## config.mk

```make
export PLATFORM = sky130hd
export DESIGN_NAME = decimal_string_to_fixed
export DESIGN_NICKNAME = d
export VERILOG_FILES = /design/src/dstf_pkg.sv /design/src/decimal_string_to_fixed.sv /design/src/dstf_scan.sv /design/src/dstf_out.sv
export SDC_FILE = /design/constraint.sdc
export NUM_CORES = 1
export LEC_CHECK = 0
export BUFFER_PORTS_ARGS = -buffer_cell sky130_fd_sc_hd__buf_2
export CORE_MARGIN = 2
export CORE_UTILIZATION = 63
export DETAILED_ROUTE_END_ITERATION = 12
export PLACE_DENSITY = 0.82
export REMOVE_ABC_BUFFERS = 1
export SYNTH_ARGS = -nofsm -noshare
export SYNTH_HDL_FRONTEND = slang
export SYNTH_SLANG_ARGS = --single-unit
```

## constraint.sdc

```tcl
create_clock -name clk -period 6.79 [get_ports clk]
set_clock_uncertainty 0.1 [all_clocks]
set_input_delay 0.3395 -clock clk [delete_from_list [all_inputs] [get_ports clk]]
set_output_delay 0.3395 -clock clk [all_outputs]
set_load 0.05 [all_outputs]
```

## src/dstf_pkg.sv

```systemverilog
// shared types, constants and the fraction weight table for the decimal
// string to fixed-point converter; no dependencies
package dstf_pkg;

	localparam int SYMBOL_W   = 8;
	localparam int VALUE_W    = 64;
	localparam int WEIGHT_W   = 32;
	localparam int WEIGHT_IDX_W = 4;
	localparam int DIGIT_W    = 4;

	localparam int DEF_FRACTION_BITS       = 32;
	localparam int DEF_MAX_FRACTION_DIGITS = 10;
	localparam int DEF_INTEGER_BITS        = 31;

	localparam logic [SYMBOL_W-1:0] CHAR_ZERO  = 8'h30;
	localparam logic [SYMBOL_W-1:0] CHAR_NINE  = 8'h39;
	localparam logic [SYMBOL_W-1:0] CHAR_DOT   = 8'h2e;
	localparam logic [SYMBOL_W-1:0] CHAR_MINUS = 8'h2d;

	// result of one string, before the sign is applied
	typedef struct packed {
		logic               ok;
		logic               sat;
		logic               neg;
		logic [VALUE_W-1:0] mag;
	} dstf_res_t;

	// floor(2^32 / 10^k), unsigned q0.32 weight of the k-th fraction digit
	function automatic logic [WEIGHT_W-1:0] frac_weight(input logic [WEIGHT_IDX_W-1:0] k);
		logic [WEIGHT_W-1:0] w;
		case (k)
			4'd1:    w = 32'd429496729;
			4'd2:    w = 32'd42949672;
			4'd3:    w = 32'd4294967;
			4'd4:    w = 32'd429496;
			4'd5:    w = 32'd42949;
			4'd6:    w = 32'd4294;
			4'd7:    w = 32'd429;
			4'd8:    w = 32'd42;
			4'd9:    w = 32'd4;
			default: w = 32'd0;
		endcase
		return w;
	endfunction

endpackage

```

## src/decimal_string_to_fixed.sv

```systemverilog
// decimal text to signed q31.32 converter: one character per item, one result per string
// a string's result is registered in the result register, then in the output register
// throughput: one character per cycle; the scan stage holds only when a finished
// result finds both result registers full; reset (arst_n low) empties all stages
// and returns the scanner to the start of a string
module decimal_string_to_fixed
	import dstf_pkg::*;
#(
	parameter int FRACTION_BITS       = DEF_FRACTION_BITS,
	parameter int MAX_FRACTION_DIGITS = DEF_MAX_FRACTION_DIGITS,
	parameter int INTEGER_BITS        = DEF_INTEGER_BITS
) (
	input  logic                clk,
	input  logic                arst_n,
	// character stream
	input  logic                s_tvalid,
	output logic                s_tready,
	input  logic [SYMBOL_W-1:0] s_tdata,   // [7:0] symbol
	input  logic                s_tlast,   // last character of the string
	// result stream
	output logic                m_tvalid,
	input  logic                m_tready,
	output logic [VALUE_W-1:0]  m_tdata,   // [63:0] value
	output logic [1:0]          m_tuser    // [0] valid_res, [1] overflow
);

	// handoff from the scanner to the sign stage
	logic      res_valid;
	logic      res_ready;
	dstf_res_t res;

	logic      out_ok;
	logic      out_sat;

	// input register, form check, accumulators and the per-string result register
	dstf_scan #(
		.FRACTION_BITS      (FRACTION_BITS),
		.MAX_FRACTION_DIGITS(MAX_FRACTION_DIGITS),
		.INTEGER_BITS       (INTEGER_BITS)
	) u_scan (
		.clk      (clk),
		.arst_n   (arst_n),
		.in_valid (s_tvalid),
		.in_ready (s_tready),
		.in_symbol(s_tdata),
		.in_last  (s_tlast),
		.res_valid(res_valid),
		.res_ready(res_ready),
		.res      (res)
	);

	// two's complement negate for minus strings, then the output register
	dstf_out u_out (
		.clk      (clk),
		.arst_n   (arst_n),
		.res_valid(res_valid),
		.res_ready(res_ready),
		.res      (res),
		.out_valid(m_tvalid),
		.out_ready(m_tready),
		.out_ok   (out_ok),
		.out_sat  (out_sat),
		.out_value(m_tdata)
	);

	assign m_tuser = {out_sat, out_ok};

endmodule

```

## src/dstf_scan.sv

```systemverilog
// input register, form checker and integer/fraction accumulators;
// emits one registered dstf_res_t per string, depends on dstf_pkg
module dstf_scan
	import dstf_pkg::*;
#(
	parameter int FRACTION_BITS       = DEF_FRACTION_BITS,
	parameter int MAX_FRACTION_DIGITS = DEF_MAX_FRACTION_DIGITS,
	parameter int INTEGER_BITS        = DEF_INTEGER_BITS
) (
	input  logic                clk,
	input  logic                arst_n,
	input  logic                in_valid,
	output logic                in_ready,
	input  logic [SYMBOL_W-1:0] in_symbol,
	input  logic                in_last,
	output logic                res_valid,
	input  logic                res_ready,
	output dstf_res_t           res
);

	localparam int FDW = $clog2(MAX_FRACTION_DIGITS + 1);
	localparam int IW  = INTEGER_BITS;

	localparam logic [2:0] PH_START  = 3'd0;
	localparam logic [2:0] PH_SIGNED = 3'd1;
	localparam logic [2:0] PH_INT    = 3'd2;
	localparam logic [2:0] PH_DOT    = 3'd3;
	localparam logic [2:0] PH_FRAC   = 3'd4;
	localparam logic [2:0] PH_BAD    = 3'd5;

	logic                valid_s1;
	logic [SYMBOL_W-1:0] symbol_s1;
	logic                last_s1;

	logic [2:0]          phase_q;
	logic                neg_q;
	logic [IW-1:0]       int_q;
	logic [WEIGHT_W-1:0] frac_q;
	logic [FDW-1:0]      fcnt_q;
	logic                sat_q;

	logic                res_valid_s2;
	dstf_res_t           res_s2;

	logic                s2_free, s1_fire;
	logic                num_char;
	logic [DIGIT_W-1:0]  digit;
	logic [IW+3:0]       int_ext, int_sum;
	logic                int_over;
	logic [FDW-1:0]      fcnt_inc;
	logic [WEIGHT_W-1:0] frac_prod;

	logic [2:0]          phase_n;
	logic                neg_n;
	logic [IW-1:0]       int_n;
	logic [WEIGHT_W-1:0] frac_n;
	logic [FDW-1:0]      fcnt_n;
	logic                sat_n;
	dstf_res_t           res_n;

	assign s2_free  = !res_valid_s2 || res_ready;
	assign s1_fire  = valid_s1 && (!last_s1 || s2_free);
	assign in_ready = !valid_s1 || s1_fire;

	assign num_char = (symbol_s1 >= CHAR_ZERO) && (symbol_s1 <= CHAR_NINE);
	assign digit    = num_char ? DIGIT_W'(symbol_s1 - CHAR_ZERO) : '0;

	// acc * 10 + d as (acc << 3) + (acc << 1) + d
	assign int_ext  = {4'b0, int_q};
	assign int_sum  = (int_ext << 3) + (int_ext << 1) + (IW+4)'(digit);
	assign int_over = |int_sum[IW+3:IW];

	// digit times weight always fits in the weight width
	assign fcnt_inc  = fcnt_q + FDW'(1);
	assign frac_prod = WEIGHT_W'(digit) * frac_weight(WEIGHT_IDX_W'(fcnt_inc));

	always_comb begin
		phase_n = phase_q;
		neg_n   = neg_q;
		int_n   = int_q;
		frac_n  = frac_q;
		fcnt_n  = fcnt_q;
		sat_n   = sat_q;
		unique case (phase_q)
			PH_START, PH_SIGNED, PH_INT: begin
				if (num_char) begin
					phase_n = PH_INT;
					if (!sat_q) begin
						if (int_over) begin
							int_n = '1;
							sat_n = 1'b1;
						end else begin
							int_n = int_sum[IW-1:0];
						end
					end
				end else if (phase_q == PH_START && symbol_s1 == CHAR_MINUS) begin
					neg_n   = 1'b1;
					phase_n = PH_SIGNED;
				end else if (phase_q == PH_INT && symbol_s1 == CHAR_DOT) begin
					phase_n = PH_DOT;
				end else begin
					phase_n = PH_BAD;
				end
			end
			PH_DOT, PH_FRAC: begin
				if (num_char) begin
					phase_n = PH_FRAC;
					if (fcnt_q < FDW'(MAX_FRACTION_DIGITS)) begin
						fcnt_n = fcnt_inc;
						// total of all weighted digits stays below 2^32
						frac_n = frac_q + frac_prod;
					end
				end else begin
					phase_n = PH_BAD;
				end
			end
			default: phase_n = PH_BAD;
		endcase
	end

	// fraction never exceeds the low FRACTION_BITS, so the two parts just abut
	always_comb begin
		res_n.ok  = (phase_n == PH_FRAC);
		res_n.sat = res_n.ok && sat_n;
		res_n.neg = res_n.ok && neg_n;
		res_n.mag = '0;
		if (res_n.ok) begin
			res_n.mag = (VALUE_W'(int_n) << FRACTION_BITS) |
				VALUE_W'(frac_n >> (WEIGHT_W - FRACTION_BITS));
		end
	end

	always_ff @(posedge clk or negedge arst_n) begin
		if (!arst_n) begin
			valid_s1 <= 1'b0;
		end else if (in_valid && in_ready) begin
			valid_s1 <= 1'b1;
		end else if (s1_fire) begin
			valid_s1 <= 1'b0;
		end
	end

	always_ff @(posedge clk) begin
		if (in_valid && in_ready) begin
			symbol_s1 <= in_symbol;
			last_s1   <= in_last;
		end
	end

	always_ff @(posedge clk or negedge arst_n) begin
		if (!arst_n) begin
			phase_q <= PH_START;
			neg_q   <= 1'b0;
			int_q   <= '0;
			frac_q  <= '0;
			fcnt_q  <= '0;
			sat_q   <= 1'b0;
		end else if (s1_fire) begin
			if (last_s1) begin
				phase_q <= PH_START;
				neg_q   <= 1'b0;
				int_q   <= '0;
				frac_q  <= '0;
				fcnt_q  <= '0;
				sat_q   <= 1'b0;
			end else begin
				phase_q <= phase_n;
				neg_q   <= neg_n;
				int_q   <= int_n;
				frac_q  <= frac_n;
				fcnt_q  <= fcnt_n;
				sat_q   <= sat_n;
			end
		end
	end

	always_ff @(posedge clk or negedge arst_n) begin
		if (!arst_n) begin
			res_valid_s2 <= 1'b0;
		end else if (s1_fire && last_s1) begin
			res_valid_s2 <= 1'b1;
		end else if (res_ready) begin
			res_valid_s2 <= 1'b0;
		end
	end

	always_ff @(posedge clk) begin
		if (s1_fire && last_s1) begin
			res_s2 <= res_n;
		end
	end

	assign res_valid = res_valid_s2;
	assign res       = res_s2;

endmodule

```

## src/dstf_out.sv

```systemverilog
// sign stage and output register of the converter;
// depends on dstf_pkg
module dstf_out
	import dstf_pkg::*;
(
	input  logic               clk,
	input  logic               arst_n,
	input  logic               res_valid,
	output logic               res_ready,
	input  dstf_res_t          res,
	output logic               out_valid,
	input  logic               out_ready,
	output logic               out_ok,
	output logic               out_sat,
	output logic [VALUE_W-1:0] out_value
);

	logic               valid_q;
	logic               ok_q, sat_q;
	logic [VALUE_W-1:0] value_q;
	logic [VALUE_W-1:0] signed_val;

	assign res_ready  = !valid_q || out_ready;
	assign signed_val = res.neg ? (~res.mag + VALUE_W'(1)) : res.mag;

	always_ff @(posedge clk or negedge arst_n) begin
		if (!arst_n) begin
			valid_q <= 1'b0;
		end else if (res_ready) begin
			valid_q <= res_valid;
		end
	end

	always_ff @(posedge clk) begin
		if (res_valid && res_ready) begin
			ok_q    <= res.ok;
			sat_q   <= res.sat;
			value_q <= signed_val;
		end
	end

	assign out_valid = valid_q;
	assign out_ok    = ok_q;
	assign out_sat   = sat_q;
	assign out_value = value_q;

endmodule

```

---- Word-level counts from Yosys, hierarchy flattened ----
Memory sizes are Yosys's and may differ from the RTL's.
Index checks and enable logic that the tools add are counted.
W data, S select, Z words.
storage, ports and cells
  input port bits ......................... 13
  memories kept ........................... 1
  word-level logic and storage cells ...... 99
  flip-flop bits (word level) ............. 217
  output and inout bits ................... 68
  ROM bits ................................ 432
cells by class
  magnitude comparators ................... 3
  multipliers ............................. 1
  reduce and logical (&&, ||, !) cells .... 27
  mux-type cells .......................... 34
  bitwise operators ....................... 2
  equality and inequality tests ........... 7
  add/subtract/negate cells ............... 6
memories
  name              words  bits a word  read ports  clocked after Yosys merged registers in  write ports  line            text
  (name not given)  16     27           1           0                                        0            dstf_pkg.sv:31  case (k)
operator list
  kind                     number
  $mux W31                 5
  $mux W32                 4
  $add A64 B1 Y64 const B  1
  $mux W64                 1
  $not A64 Y64             1
  $or A63 B32 Y63          1
  $add A34 B32 Y35         1
  $add A35 B4 Y35          1
  $add A32 B32 Y32         1
  $mul A4 B32 Y32          1
  $mux W4                  5
  $eq A8 B6 Y1 const B     2
  $mux W1                  14
  $mux W3                  4
  $reduce_bool A2 Y1       5
  $logic_and A1 B1 Y1      9
  $ge A8 B6 Y1 const B     1
  $le A8 B6 Y1 const B     1
  $eq A3 B2 Y1 const B     2
  $eq A3 B3 Y1 const B     2
  $pmux W3 S2              1
  $add A4 B1 Y4 const B    1
  $logic_not A1 Y1         4
  $logic_or A1 B1 Y1       4
  8 further kinds          8

---- Longest topological paths before layout ----
Gate-level depths: netlist (run 1).
  depth after elaboration ................. 10
  gate-level depth with buffers ........... 24
  mapped depth without buffers ............ 23

---- By module ----
From an unflattened synthesis (run 1), not the netlist that was laid out.
second synthesis, totals
  cells, all modules ...................... 1651
  area, all modules ....................... 16159.2 um^2
modules (own cells, without submodules)
  module                   instances  area an instance (um^2)  seq. area each (um^2)  cells an instance
  dstf_scan                1          12474.5                  4103.9                 1372
  dstf_out                 1          3669.8                   2006.9                 277
  decimal_string_to_fixed  1          15.0                     0.0                    2

---- Least setup slack after synthesis (run 1) ----
Ideal clock, no wire load.
  path kind ............................... reg-to-reg
  start point ............................. register u_scan.fcnt_q[0]
  end point ............................... register u_scan.frac_q[28]
  required time ........................... 6569 ps
  buffers on the path ..................... 1
  arrival time ............................ 5691 ps
  period minus slack after synthesis ...... 5912 ps
  setup time .............................. 121 ps
  setup slack ............................. 878 ps
  cell stages (with the launch flop) ...... 24
  cells stage by stage .................... dfrtp_1 > clkbuf_1 > inv_1 > ha_1 > nand2_1 > a21oi_1 > o21a_1 > a221oi_1 > nor2_1 > fa_1 > fa_1 > inv_1 > fa_1 > inv_1 > ha_1 > a21o_1 > a221oi_1 > o41ai_1 > a21oi_1 > nor2_1 > or4_1 > a31oi_1 > xnor2_1 > a22o_1
between the ends
  longest elaborated chain between the ends .. 8
  elaborated cells between the ends (all ways) .. 9
  those cells by class .................... add/sub (2); mul (1); order compare (1); mux (4); memory (1)
ends and longest elaborated chain
  item                    line              text
  start, declared         dstf_scan.sv:39   logic [FDW-1:0] fcnt_q;
  start signal, assigned  dstf_scan.sv:171  fcnt_q <= fcnt_n;
  $add A4 B1 Y4           dstf_scan.sv:74   assign fcnt_inc = fcnt_q + FDW'(1);
  $mem_v2 Z16 W27         n/a
  $mul A4 B32 Y32         dstf_scan.sv:75   assign frac_prod = WEIGHT_W'(digit) * frac_weight(WEIGHT_IDX_W'(fcnt_inc));
  $add A32 B32 Y32        dstf_scan.sv:111  frac_n = frac_q + frac_prod;
  $mux W32 *              dstf_scan.sv:108  if (fcnt_q < FDW'(MAX_FRACTION_DIGITS)) begin
  $mux W32 *              dstf_scan.sv:106  if (num_char) begin
  $mux W32 *              dstf_scan.sv:84   unique case (phase_q)
  $mux W32 *              dstf_scan.sv:159  if (last_s1) begin
  end signal, assigned    dstf_scan.sv:170  frac_q <= frac_n;
  end, declared           dstf_scan.sv:38   logic [WEIGHT_W-1:0] frac_q;
Mark *: on every way between the ends. The rest lies on a longest branch, timed or not.
A chain may end at the register's enable or synchronous reset.

---- Final worst setup path (run 1) ----
  start point ............................. register u_scan.fcnt_q[1]
  end point ............................... register u_scan.frac_q[28]
The elaborated chain is that of the path after synthesis.

==> flow_metrics.py, run 1 <==
metrics = {
    "clock_network": {
        "root_buffer": "clkbuf_16",
        "cts_sinks": 216,
        "cts_setup_buffers": 0,
        "clk_pin_slew_worst_paths_ns": 0.06,
        "h-tree-depth": 1,
        "clockBufferDepth": 3,
        "numCtsBuffers": 24,
        "clk_latency_ns": 0.54,
        "cts_tree": "built",
    },
    "power_and_ir_drop": {
        "p_leak_nw": 7.84,
        "powerDensity_mw_per_mm2": 177,
        "peakVddDrop_mv": 0.272,
    },
    "layout": {
        "final_common_cell": "nor2_1",
        "drive_above_1_share": 0.102,
        "final_util": 0.704,
        "n_antenna_cell": 0,
        "design_area_sq_mm": 0.0176,
        "fill_cells": 1935,
        "area.growth.synth_to_final_pct": 10.9,
        "final_cell_mix": "nor2_1, inv_1, nand2_1",
        "fin_nets": 1921,
    },
    "grt": {
        "met1_usage": 0.426,
        "grt_pass1_vias": 12400,
        "grt_use_met3": 0.0558,
        "use_met2": 0.486,
        "grt_max_degree": 68,
        "grt_overflow": 0,
        "grt_busiest_layer": "met2",
        "antenna_found_initial": 0,
        "grt_usage": 0.304,
        "grt_first_pass_wirelength_um": 63900,
    },
    "routing": {
        "wl_per_cell_um": 18.8,
        "wirelength_um": 39000,
        "route.detailed.drc": 0,
        "antenna_left": 0,
        "vias": 12500,
        "viasPerCell": 6.04,
        "drtIter0Drc": 1187,
        "dr.pass1.iters": 6,
    },
    "synth": {
        "synth_flop_cell": "edfxtp_1",
        "async_flop_share": 0.347,
        "syn_inst": 1640,
        "synth_xor_area_frac": 0.0652,
        "synthAdderAreaFrac": 0.186,
        "synth_area_leaders": "edfxtp_1, dfrtp_1, fa_1",
        "synth_seq_cells": 216,
        "synth_edf_count": 141,
        "muxShareOfSynthArea": 0.00253,
        "synth_cell_types": 68,
        "ys_seq_area_frac": 0.386,
        "synth_warnings": 0,
        "yosys.area.top_type_share": 0.267,
        "avgSynthCellArea_sq_um": 9.66,
        "syn_area_sq_mm": 0.0159,
        "synth_area_leader_cell": "edfxtp_1",
        "synth_top_family_by_area": "adder cells",
        "synth-simple-area-share": 0.142,
        "synth_compound_area_frac": 0.160,
    },
    "sta": {
        "hold_viol": 0,
        "slew_headroom": 0.262,
        "finalSetupViolations": 0,
        "rsz0062_at_grt": "no",
        "setup_tns_ns": 0,
        "max_freq_mhz": 156,
        "min_period_ns": 6.40,
        "tightestPinTransition_ns": 1.10,
        "min_period_over_period": 0.943,
        "maxSlewViolCount": 0,
    },
    "worst_hold_path": {
        "worstHoldPathType": "input port to flop",
        "min_from": "m_tready",
        "worstHoldEndpoint": "u_scan.res_valid",
        "whs_path_depth": 4,
    },
    "floorplan": {
        "initial_core_util": 0.635,
        "core_sq_mm": 0.0250,
        "die_area_sq_mm": 0.0264,
        "rows": 58,
        "io_pins": 81,
        "dieHeight_um": 163,
        "die_x_um": 163,
    },
    "critical_path": {
        "crit_family": "adder cells",
        "worstSetupStartpointType": "flop",
        "crit_chain": "inv_1 -> ha_1 -> nand2_1 -> a21oi_1 -> o21a_1 -> a221oi_1 -> nor2_1 -> fa_1 -> fa_1 -> inv_1 -> fa_1 -> inv_1 -> ha_1 -> a21o_1 -> a221oi_1 -> o41ai_1 -> buf_4 -> a21oi_1 -> nor2_1 -> or4_1 -> a31oi_1 -> xnor2_1 -> a22o_1",
        "r2r_cells": 23,
        "r2r_end": "u_scan.frac_q[28]",
        "worst-path-buf-inv": 4,
        "critPathCaptureType": "flop",
        "crit_path_top_delay_cell": "fa_1",
        "cp.arrival_ns": 6.73,
        "r2r_slack_ns": 0.39,
        "reg2reg_from": "u_scan.fcnt_q[1]",
        "cp_slowest_stage_delay_ns": 0.55,
        "critPathRequiredTime_ns": 7.12,
        "critPathMaxFanout": 9,
        "critical_path_class": "flop to flop",
    },
    "placement": {
        "place_congestion": 0.908,
        "io_buffers": 80,
        "dpl_cell_area_sq_mm": 0.0167,
        "dpl.hpwl_um": 28300,
    },
    "run_status": {
        "status": "finished, final reports clean",
    },
    "run": {
        "cap_violations": 0,
    },
}
-- registers in the layout, summed over array words and instances, names as in the netlist --
name	count
u_scan.sat_q	1
u_scan.res	66
u_out.out_ok	1
u_scan.int_q	31
u_scan.res_valid	1
u_scan.frac_q	32
u_scan.last_s1	1
u_scan.symbol_s1	8
u_scan.fcnt_q	4
u_out.out_valid	1
u_out.out_sat	1
u_scan.valid_s1	1
u_scan.neg_q	1
u_scan.phase_q	3
u_out.out_value	64
-- worst register-to-register path: cells and delay by family (launching register included) --
family / cells / cell delay, ns
xor+xnor: 1 / 0.09
buf+inv: 4 / 0.40
simple gates: 4 / 0.90
fa+ha+maj: 5 / 2.18
flops: 1 / 0.50
compound gates: 9 / 2.14
-- metal layers --
metal / vias to the layer above / wire [um]
met1: 6013 / 16800
li1: 5902 / -
met2: 490 / 18000
met5: - / 0
met3: 77 / 3070
met4: 0 / 1070
-- synthesized netlist by cell type (23+ instances only) --
master	number
xor2_1	23
fa_1	77
edfxtp_1	141
clkbuf_1	61
nand2_1	143
dfrtp_1	75
xnor2_1	95
ha_1	112
a221o_1	30
inv_1	184
a21o_1	30
nor2_1	186
nand3_1	32
a21oi_1	93
o21ai_0	83
-- power by group --
part / switching [mW] / internal (mW) / leakage [nW]
clock network: 0.561 / 0.770 / 0.390
logic: 0.213 / 0.0703 / 5.04
registers: 0.0297 / 1.46 / 2.40
total: 0.804 / 2.30 / 7.84
-- stage by stage --
step	power (mW)	hold slack, ns	worst slack (ns)	instances
after global placement	1.79	0.205	0.573	2012
final	3.11	0.0368	0.386	2067
after CTS	3.13	0.0300	0.355	2067
after floorplan	1.71	-0.0561	0.842	1575
after detailed placement	1.80	0.205	0.382	2012
after global routing	3.20	0.0562	0.0548	2067
-- what timing repair did --
action / in CTS / in global routing
setup endpoints to repair: 0 / 13
hold buffers: 11 / 0
resized for setup: 0 / 2
hold endpoints to repair: 38 / 0
-- logic make-up (layout without fill, tap and decap cells) --
group | count (synthesis) | in the layout
mux | 4 | 4
buf+inv | 249 | 346
xor+xnor | 118 | 118
fa+ha+maj | 189 | 189
flops | 216 | 216
simple gates | 489 | 489
compound gates | 375 | 375
-- area by class of cell --
class	instances	area, sq um	share of cell area
Tap cell	330	413	0.0235
Timing Repair Buffer	118	716	0.0407
Clock buffer	25	604	0.0344
Clock inverter	19	203	0.0115
Sequential cell	216	6110	0.348
Inverter	184	691	0.0393
Multi-Input combinational cell	1175	8840	0.503
-- worst max-delay path by stage --
stage | startpoint | to | cells past startpoint
after floorplan | u_scan.fcnt_q[2] | u_scan.res[31] | 20
after CTS | u_scan.fcnt_q[1] | u_scan.frac_q[28] | 22
after global routing | u_scan.fcnt_q[1] | u_scan.res[18] | 23
final | u_scan.fcnt_q[1] | u_scan.frac_q[28] | 23
after global placement | u_scan.fcnt_q[1] | u_scan.frac_q[28] | 22
after detailed placement | u_scan.fcnt_q[1] | u_scan.frac_q[28] | 22
Note: power is estimated with default switching activity, not from simulation.
==> inputs of run 2 (changes only) <==
--- a/config.mk
+++ b/config.mk
@@ -9,7 +9,7 @@
 export CORE_MARGIN = 2
 export CORE_UTILIZATION = 63
 export DETAILED_ROUTE_END_ITERATION = 12
-export PLACE_DENSITY = 0.82
+export PLACE_DENSITY = 0.79
 export REMOVE_ABC_BUFFERS = 1
 export SYNTH_ARGS = -nofsm -noshare
 export SYNTH_HDL_FRONTEND = slang
==> flow_metrics.py, run 2 (synthesis gave the netlist of run 1 again) <==
metrics = {
    "run_status": {
        "status": "finished, final reports clean",
    },
    "critical_path": {
        "reg2reg_from": "u_scan.fcnt_q[1]",
        "crit_chain": "ha_1 -> xor2_1 -> nor2_1 -> nand2_1 -> o221ai_1 -> nor2_1 -> fa_1 -> fa_1 -> inv_1 -> fa_1 -> inv_1 -> ha_1 -> inv_1 -> o41ai_1 -> buf_4 -> a21oi_1 -> buf_4 -> nor2_1 -> or4_1 -> nand2_1 -> or4b_2 -> a31oi_1",
        "r2r_slack_ns": 0.43,
        "crit_family": "adder cells",
        "critPathRequiredTime_ns": 7.08,
        "critical_path_class": "flop to flop",
        "crit_path_top_delay_cell": "dfrtp_1",
        "cp_slowest_stage_delay_ns": 0.66,
        "critPathMaxFanout": 17,
        "r2r_cells": 22,
        "r2r_end": "u_scan.res[28]",
        "worstSetupStartpointType": "flop",
        "worst-path-buf-inv": 5,
        "cp.arrival_ns": 6.64,
        "critPathCaptureType": "flop",
    },
    "layout": {
        "multi_input_area_sq_mm": 0.00884,
        "fill_cells": 1893,
        "final_common_cell": "nor2_1",
        "n_antenna_cell": 0,
        "ff_latch_area_sq_mm": 0.00611,
        "design_area_sq_mm": 0.0175,
        "fin_nets": 1919,
        "final_cell_mix": "nor2_1, inv_1, nand2_1",
        "drive_above_1_share": 0.0986,
        "largest_reg_flops": 66,
        "area.growth.synth_to_final_pct": 10.7,
    },
    "sta": {
        "slew_headroom": 0.290,
        "tightestPinTransition_ns": 1.07,
        "max_freq_mhz": 157,
        "hold_viol": 0,
        "maxSlewViolCount": 0,
        "fin_ws_ns": 0.433,
        "min_period_ns": 6.36,
        "rsz0062_at_grt": "no",
        "finalSetupViolations": 0,
        "setup_tns_ns": 0,
        "holdWs_ns": 0.0291,
        "min_period_over_period": 0.936,
    },
    "clock_network": {
        "root_buffer": "clkbuf_16",
        "ctsHoldBuffers": 11,
        "cts_sinks": 216,
        "clockBufferDepth": 3,
        "numCtsBuffers": 23,
        "ctsResizeCount": 0,
        "h-tree-depth": 1,
        "clk_pin_slew_worst_paths_ns": 0.07,
        "cts_tree": "built",
        "cts_setup_buffers": 0,
        "clk_latency_ns": 0.54,
    },
    "worst_hold_path": {
        "whs_path_depth": 4,
        "worstHoldEndpoint": "u_scan.res_valid",
        "min_from": "m_tready",
        "worstHoldPathType": "input port to flop",
    },
    "floorplan": {
        "core_sq_mm": 0.0250,
        "rows": 58,
        "io_pins": 81,
        "dieHeight_um": 163,
        "die_area_sq_mm": 0.0264,
        "die_x_um": 163,
        "initial_core_util": 0.635,
    },
    "power_and_ir_drop": {
        "seq_power_share": 0.481,
        "power.switching_mw": 0.786,
        "p_leak_nw": 7.82,
        "clkPwrFrac": 0.429,
        "p_sw_frac": 0.253,
        "peakVddDrop_mv": 0.189,
        "p_comb_frac": 0.090,
        "p_int_mw": 2.32,
        "powerDensity_mw_per_mm2": 177,
    },
    "routing": {
        "antenna_left": 0,
        "wirelength_um": 37600,
        "wl_per_cell_um": 18.2,
        "vias": 12400,
        "drtIter0Drc": 958,
        "viasPerCell": 6.01,
        "route.detailed.drc": 0,
        "dr.pass1.iters": 8,
    },
    "placement": {
        "dpl.hpwl_um": 27600,
        "place_congestion": 0.943,
        "pre_cts_ws_ns": 0.512,
        "io_buffers": 80,
        "dpl_cell_area_sq_mm": 0.0166,
    },
    "grt": {
        "grt_overflow": 0,
        "grt_usage": 0.289,
        "antenna_found_initial": 0,
        "grt_max_degree": 76,
        "grt_first_pass_wirelength_um": 61200,
        "grt_pass1_vias": 12100,
    },
    "run": {
        "cap_violations": 0,
    },
}
==> run 2: worst register-to-register path, stage by stage (launching register included) <==
cell and delay, ns:
dfrtp_1 0.66, ha_1 0.42, xor2_1 0.43, nor2_1 0.14, nand2_1 0.09, o221ai_1 0.18
nor2_1 0.19, fa_1 0.47, fa_1 0.55, inv_1 0.05, fa_1 0.49, inv_1 0.04
ha_1 0.36, inv_1 0.08, o41ai_1 0.40, buf_4 0.19, a21oi_1 0.06, buf_4 0.16
nor2_1 0.12, or4_1 0.15, nand2_1 0.07, or4b_2 0.60, a31oi_1 0.19
==> run 2: worst max path at each step <==
stage / cells after the start / from / slack [ns] / to
2_1_floorplan: 20 / u_scan.fcnt_q[2] / 0.84 / u_scan.res[31]
3_3_place_gp: 24 / u_scan.fcnt_q[1] / 0.69 / u_scan.frac_q[28]
3_5_place_dp: 22 / u_scan.fcnt_q[1] / 0.51 / u_scan.res[28]
4_1_cts: 22 / u_scan.fcnt_q[1] / 0.51 / u_scan.res[28]
5_1_grt: 22 / u_scan.fcnt_q[1] / 0.03 / u_scan.res[28]
6_report: 22 / u_scan.fcnt_q[1] / 0.43 / u_scan.res[28]
==> run 2: layout make-up <==
class                      count  area share
tap                          330      0.0235
sequential                   216       0.348
clock buffer                  28      0.0339
inverter                     184      0.0394
multi-input combinational   1175       0.504
clock inverter                14      0.0110
timing repair buffer         117      0.0404
==> run 2: layer usage <==
layer / vias up / track usage / part of all wire
li1: 5899 / - / -
met1: 5976 / 0.409 / 0.44
met2: 461 / 0.467 / 0.46
met3: 73 / 0.0476 / 0.076
met4: 0 / 0.0817 / 0.023
met5: - / 0 / 0
==> run 2: through the flow <==
stage	power [mW]	util	cells
global route	3.20	0.703	2064
finish	3.10	0.703	2064
CTS	3.12	0.703	2064
floorplan	1.71	-	1575
global placement	1.78	0.667	2011
detailed placement	1.79	0.667	2011
==> run 2: power by group through the flow <==
stage	combinational (mW)	clock [mW]	sequential (mW)
final	0.280	1.33	1.49
after global routing	0.302	1.40	1.50
after CTS	0.283	1.35	1.49
after detailed placement	0.276	0	1.52
after global placement	0.270	0	1.51
after floorplan	0.102	0	1.61
==> inputs of run 3 (changes only) <==
--- a/config.mk
+++ b/config.mk
@@ -7,9 +7,9 @@
 export LEC_CHECK = 0
 export BUFFER_PORTS_ARGS = -buffer_cell sky130_fd_sc_hd__buf_2
 export CORE_MARGIN = 2
-export CORE_UTILIZATION = 63
+export CORE_UTILIZATION = 25
 export DETAILED_ROUTE_END_ITERATION = 12
-export PLACE_DENSITY = 0.79
+export PLACE_DENSITY = 0.36
 export REMOVE_ABC_BUFFERS = 1
 export SYNTH_ARGS = -nofsm -noshare
 export SYNTH_HDL_FRONTEND = slang
==> flow_metrics.py, run 3 (synthesis gave the netlist of run 1 again) <==
metrics = {
    "power_and_ir_drop": {
        "seq_power_share": 0.467,
        "power.switching_mw": 0.849,
        "powerDensity_mw_per_mm2": 174,
        "peakVddDrop_mv": 0.165,
        "p_sw_frac": 0.266,
        "clkPwrFrac": 0.442,
        "finalPower_mw": 3.19,
        "p_int_mw": 2.34,
        "p_leak_nw": 7.90,
        "p_comb_frac": 0.091,
    },
    "floorplan": {
        "io_pins": 81,
        "die_x_um": 256,
        "initial_core_util": 0.252,
        "dieHeight_um": 256,
        "die_area_sq_mm": 0.0654,
        "core_sq_mm": 0.0629,
        "rows": 92,
    },
    "routing": {
        "wirelength_um": 46600,
        "dr.pass1.iters": 4,
        "antenna_left": 0,
        "vias": 11900,
        "viasPerCell": 4.60,
        "route.detailed.drc": 0,
        "wl_per_cell_um": 17.9,
        "drtIter0Drc": 656,
    },
    "sta": {
        "tightestPinTransition_ns": 1.28,
        "setup_tns_ns": 0,
        "rsz0062_at_grt": "no",
        "maxSlewViolCount": 0,
        "hold_viol": 0,
        "max_freq_mhz": 161,
        "min_period_ns": 6.20,
        "slew_headroom": 0.147,
        "finalSetupViolations": 0,
        "min_period_over_period": 0.914,
    },
    "layout": {
        "largest_reg_flops": 66,
        "final_common_cell": "nor2_1",
        "final_util": 0.292,
        "n_antenna_cell": 0,
        "fin_nets": 1931,
        "drive_above_1_share": 0.107,
        "design_area_sq_mm": 0.0184,
        "final_cell_mix": "nor2_1, inv_1, nand2_1",
        "area.growth.synth_to_final_pct": 15.8,
    },
    "clock_network": {
        "root_buffer": "clkbuf_16",
        "cts_sinks": 216,
        "clk_pin_slew_worst_paths_ns": 0.06,
        "h-tree-depth": 1,
        "numCtsBuffers": 28,
        "clk_latency_ns": 0.57,
        "cts_tree": "built",
        "clockBufferDepth": 3,
    },
    "grt": {
        "grt_overflow": 0,
        "grt_first_pass_wirelength_um": 74600,
        "grt_usage": 0.143,
        "grt_max_degree": 49,
        "antenna_found_initial": 2,
        "grt_pass1_vias": 12700,
    },
    "critical_path": {
        "r2r_slack_ns": 0.59,
        "r2r_cells": 22,
        "critPathCaptureType": "flop",
        "cp.arrival_ns": 6.50,
        "reg2reg_from": "u_scan.fcnt_q[1]",
        "critPathLaunch": "u_scan.fcnt_q[1]",
        "critPathRequiredTime_ns": 7.09,
        "r2r_end": "u_scan.res[28]",
        "critical_path_class": "flop to flop",
        "worstSetupStartpointType": "flop",
        "critPathMaxFanout": 9,
    },
    "run": {
        "cap_violations": 0,
    },
    "placement": {
        "dpl_cell_area_sq_mm": 0.0174,
        "io_buffers": 80,
        "dpl.hpwl_um": 34500,
        "place_congestion": 0.797,
    },
    "worst_hold_path": {
        "worstHoldPathType": "input port to async pin",
    },
    "run_status": {
        "status": "finished, final reports clean",
    },
}
run 3: cell types whose count changed in the layout (fill, tap and decap cells not counted), moves of 2 or more:
cell / change
clkbuf_8: +3
bufinv_16: -4
clkinv_2: +4
buf_4: +6
clkinv_1: +2
clkbuf_16: +6
run 3: through the flow:
stage / hold slack, ns / instances / worst slack, ns
after floorplan: -0.0561 / 1575 / 0.842
after global placement: 0.243 / 2533 / 0.474
after detailed placement: 0.247 / 2533 / 0.484
after CTS: 0.167 / 2597 / 0.453
after global routing: 0.189 / 2597 / 0.106
final: 0.171 / 2597 / 0.586
run 3: critical path, stage by stage, from the launching register on:
cell and delay [ns]:
dfrtp_1 0.51, ha_1 0.40, xnor2_1 0.16, buf_4 0.17, mux2i_1 0.07, o21ai_0 0.39
nor2b_1 0.25, fa_1 0.44, fa_1 0.55, inv_1 0.05, fa_1 0.49, inv_1 0.04
ha_1 0.34, inv_1 0.07, o41ai_1 0.38, buf_4 0.20, a21oi_1 0.06, buf_4 0.16
nor2_1 0.14, or4_1 0.16, nand2_1 0.07, or4b_2 0.61, a31oi_1 0.21
run 3: worst max-delay path by stage:
stage	endpoint	cells past startpoint	slack, ns
after floorplan	u_scan.res[31]	20	0.84
after global placement	u_scan.res[28]	22	0.47
after detailed placement	u_scan.res[31]	22	0.48
after CTS	u_scan.res[28]	23	0.45
after global routing	u_scan.res[28]	22	0.11
final	u_scan.res[28]	22	0.59
run 3: what timing repair did:
item                                    in CTS  in global routing
setup buffers                                0                  0
hold buffers                                12                  0
gates resized for setup                      0                  2
hold endpoints to repair                    38                  0
endpoints found under the setup margin       0                  1
run 3: area by class of cell:
| cell class | instances | area [sq um] |
|---|---|---|
| Tap cell | 846 | 1060 |
| Clock inverter | 15 | 78.8 |
| Fill cell | 6743 | 44500 |
| Clock buffer | 37 | 786 |
| Multi-Input combinational cell | 1175 | 8860 |
| Sequential cell | 216 | 6110 |
| Inverter | 184 | 691 |
| Timing Repair Buffer | 124 | 763 |
run 3: power groups by stage:
stage	clock, mW	sequential [mW]	combinational (mW)
CTS	1.48	1.49	0.300
detailed placement	0	1.52	0.292
global route	1.52	1.50	0.318
finish	1.41	1.49	0.291
floorplan	0	1.61	0.102
global placement	0	1.52	0.293
run 3: metal layers:
layer  vias to the layer above  GRT usage  routed length (um)
li1                       5923          -                   -
met1                      5831      0.190               22000
met2                       148      0.247               22400
met3                        44     0.0170                1250
met4                         0     0.0353                 937
met5                         -          0                   0
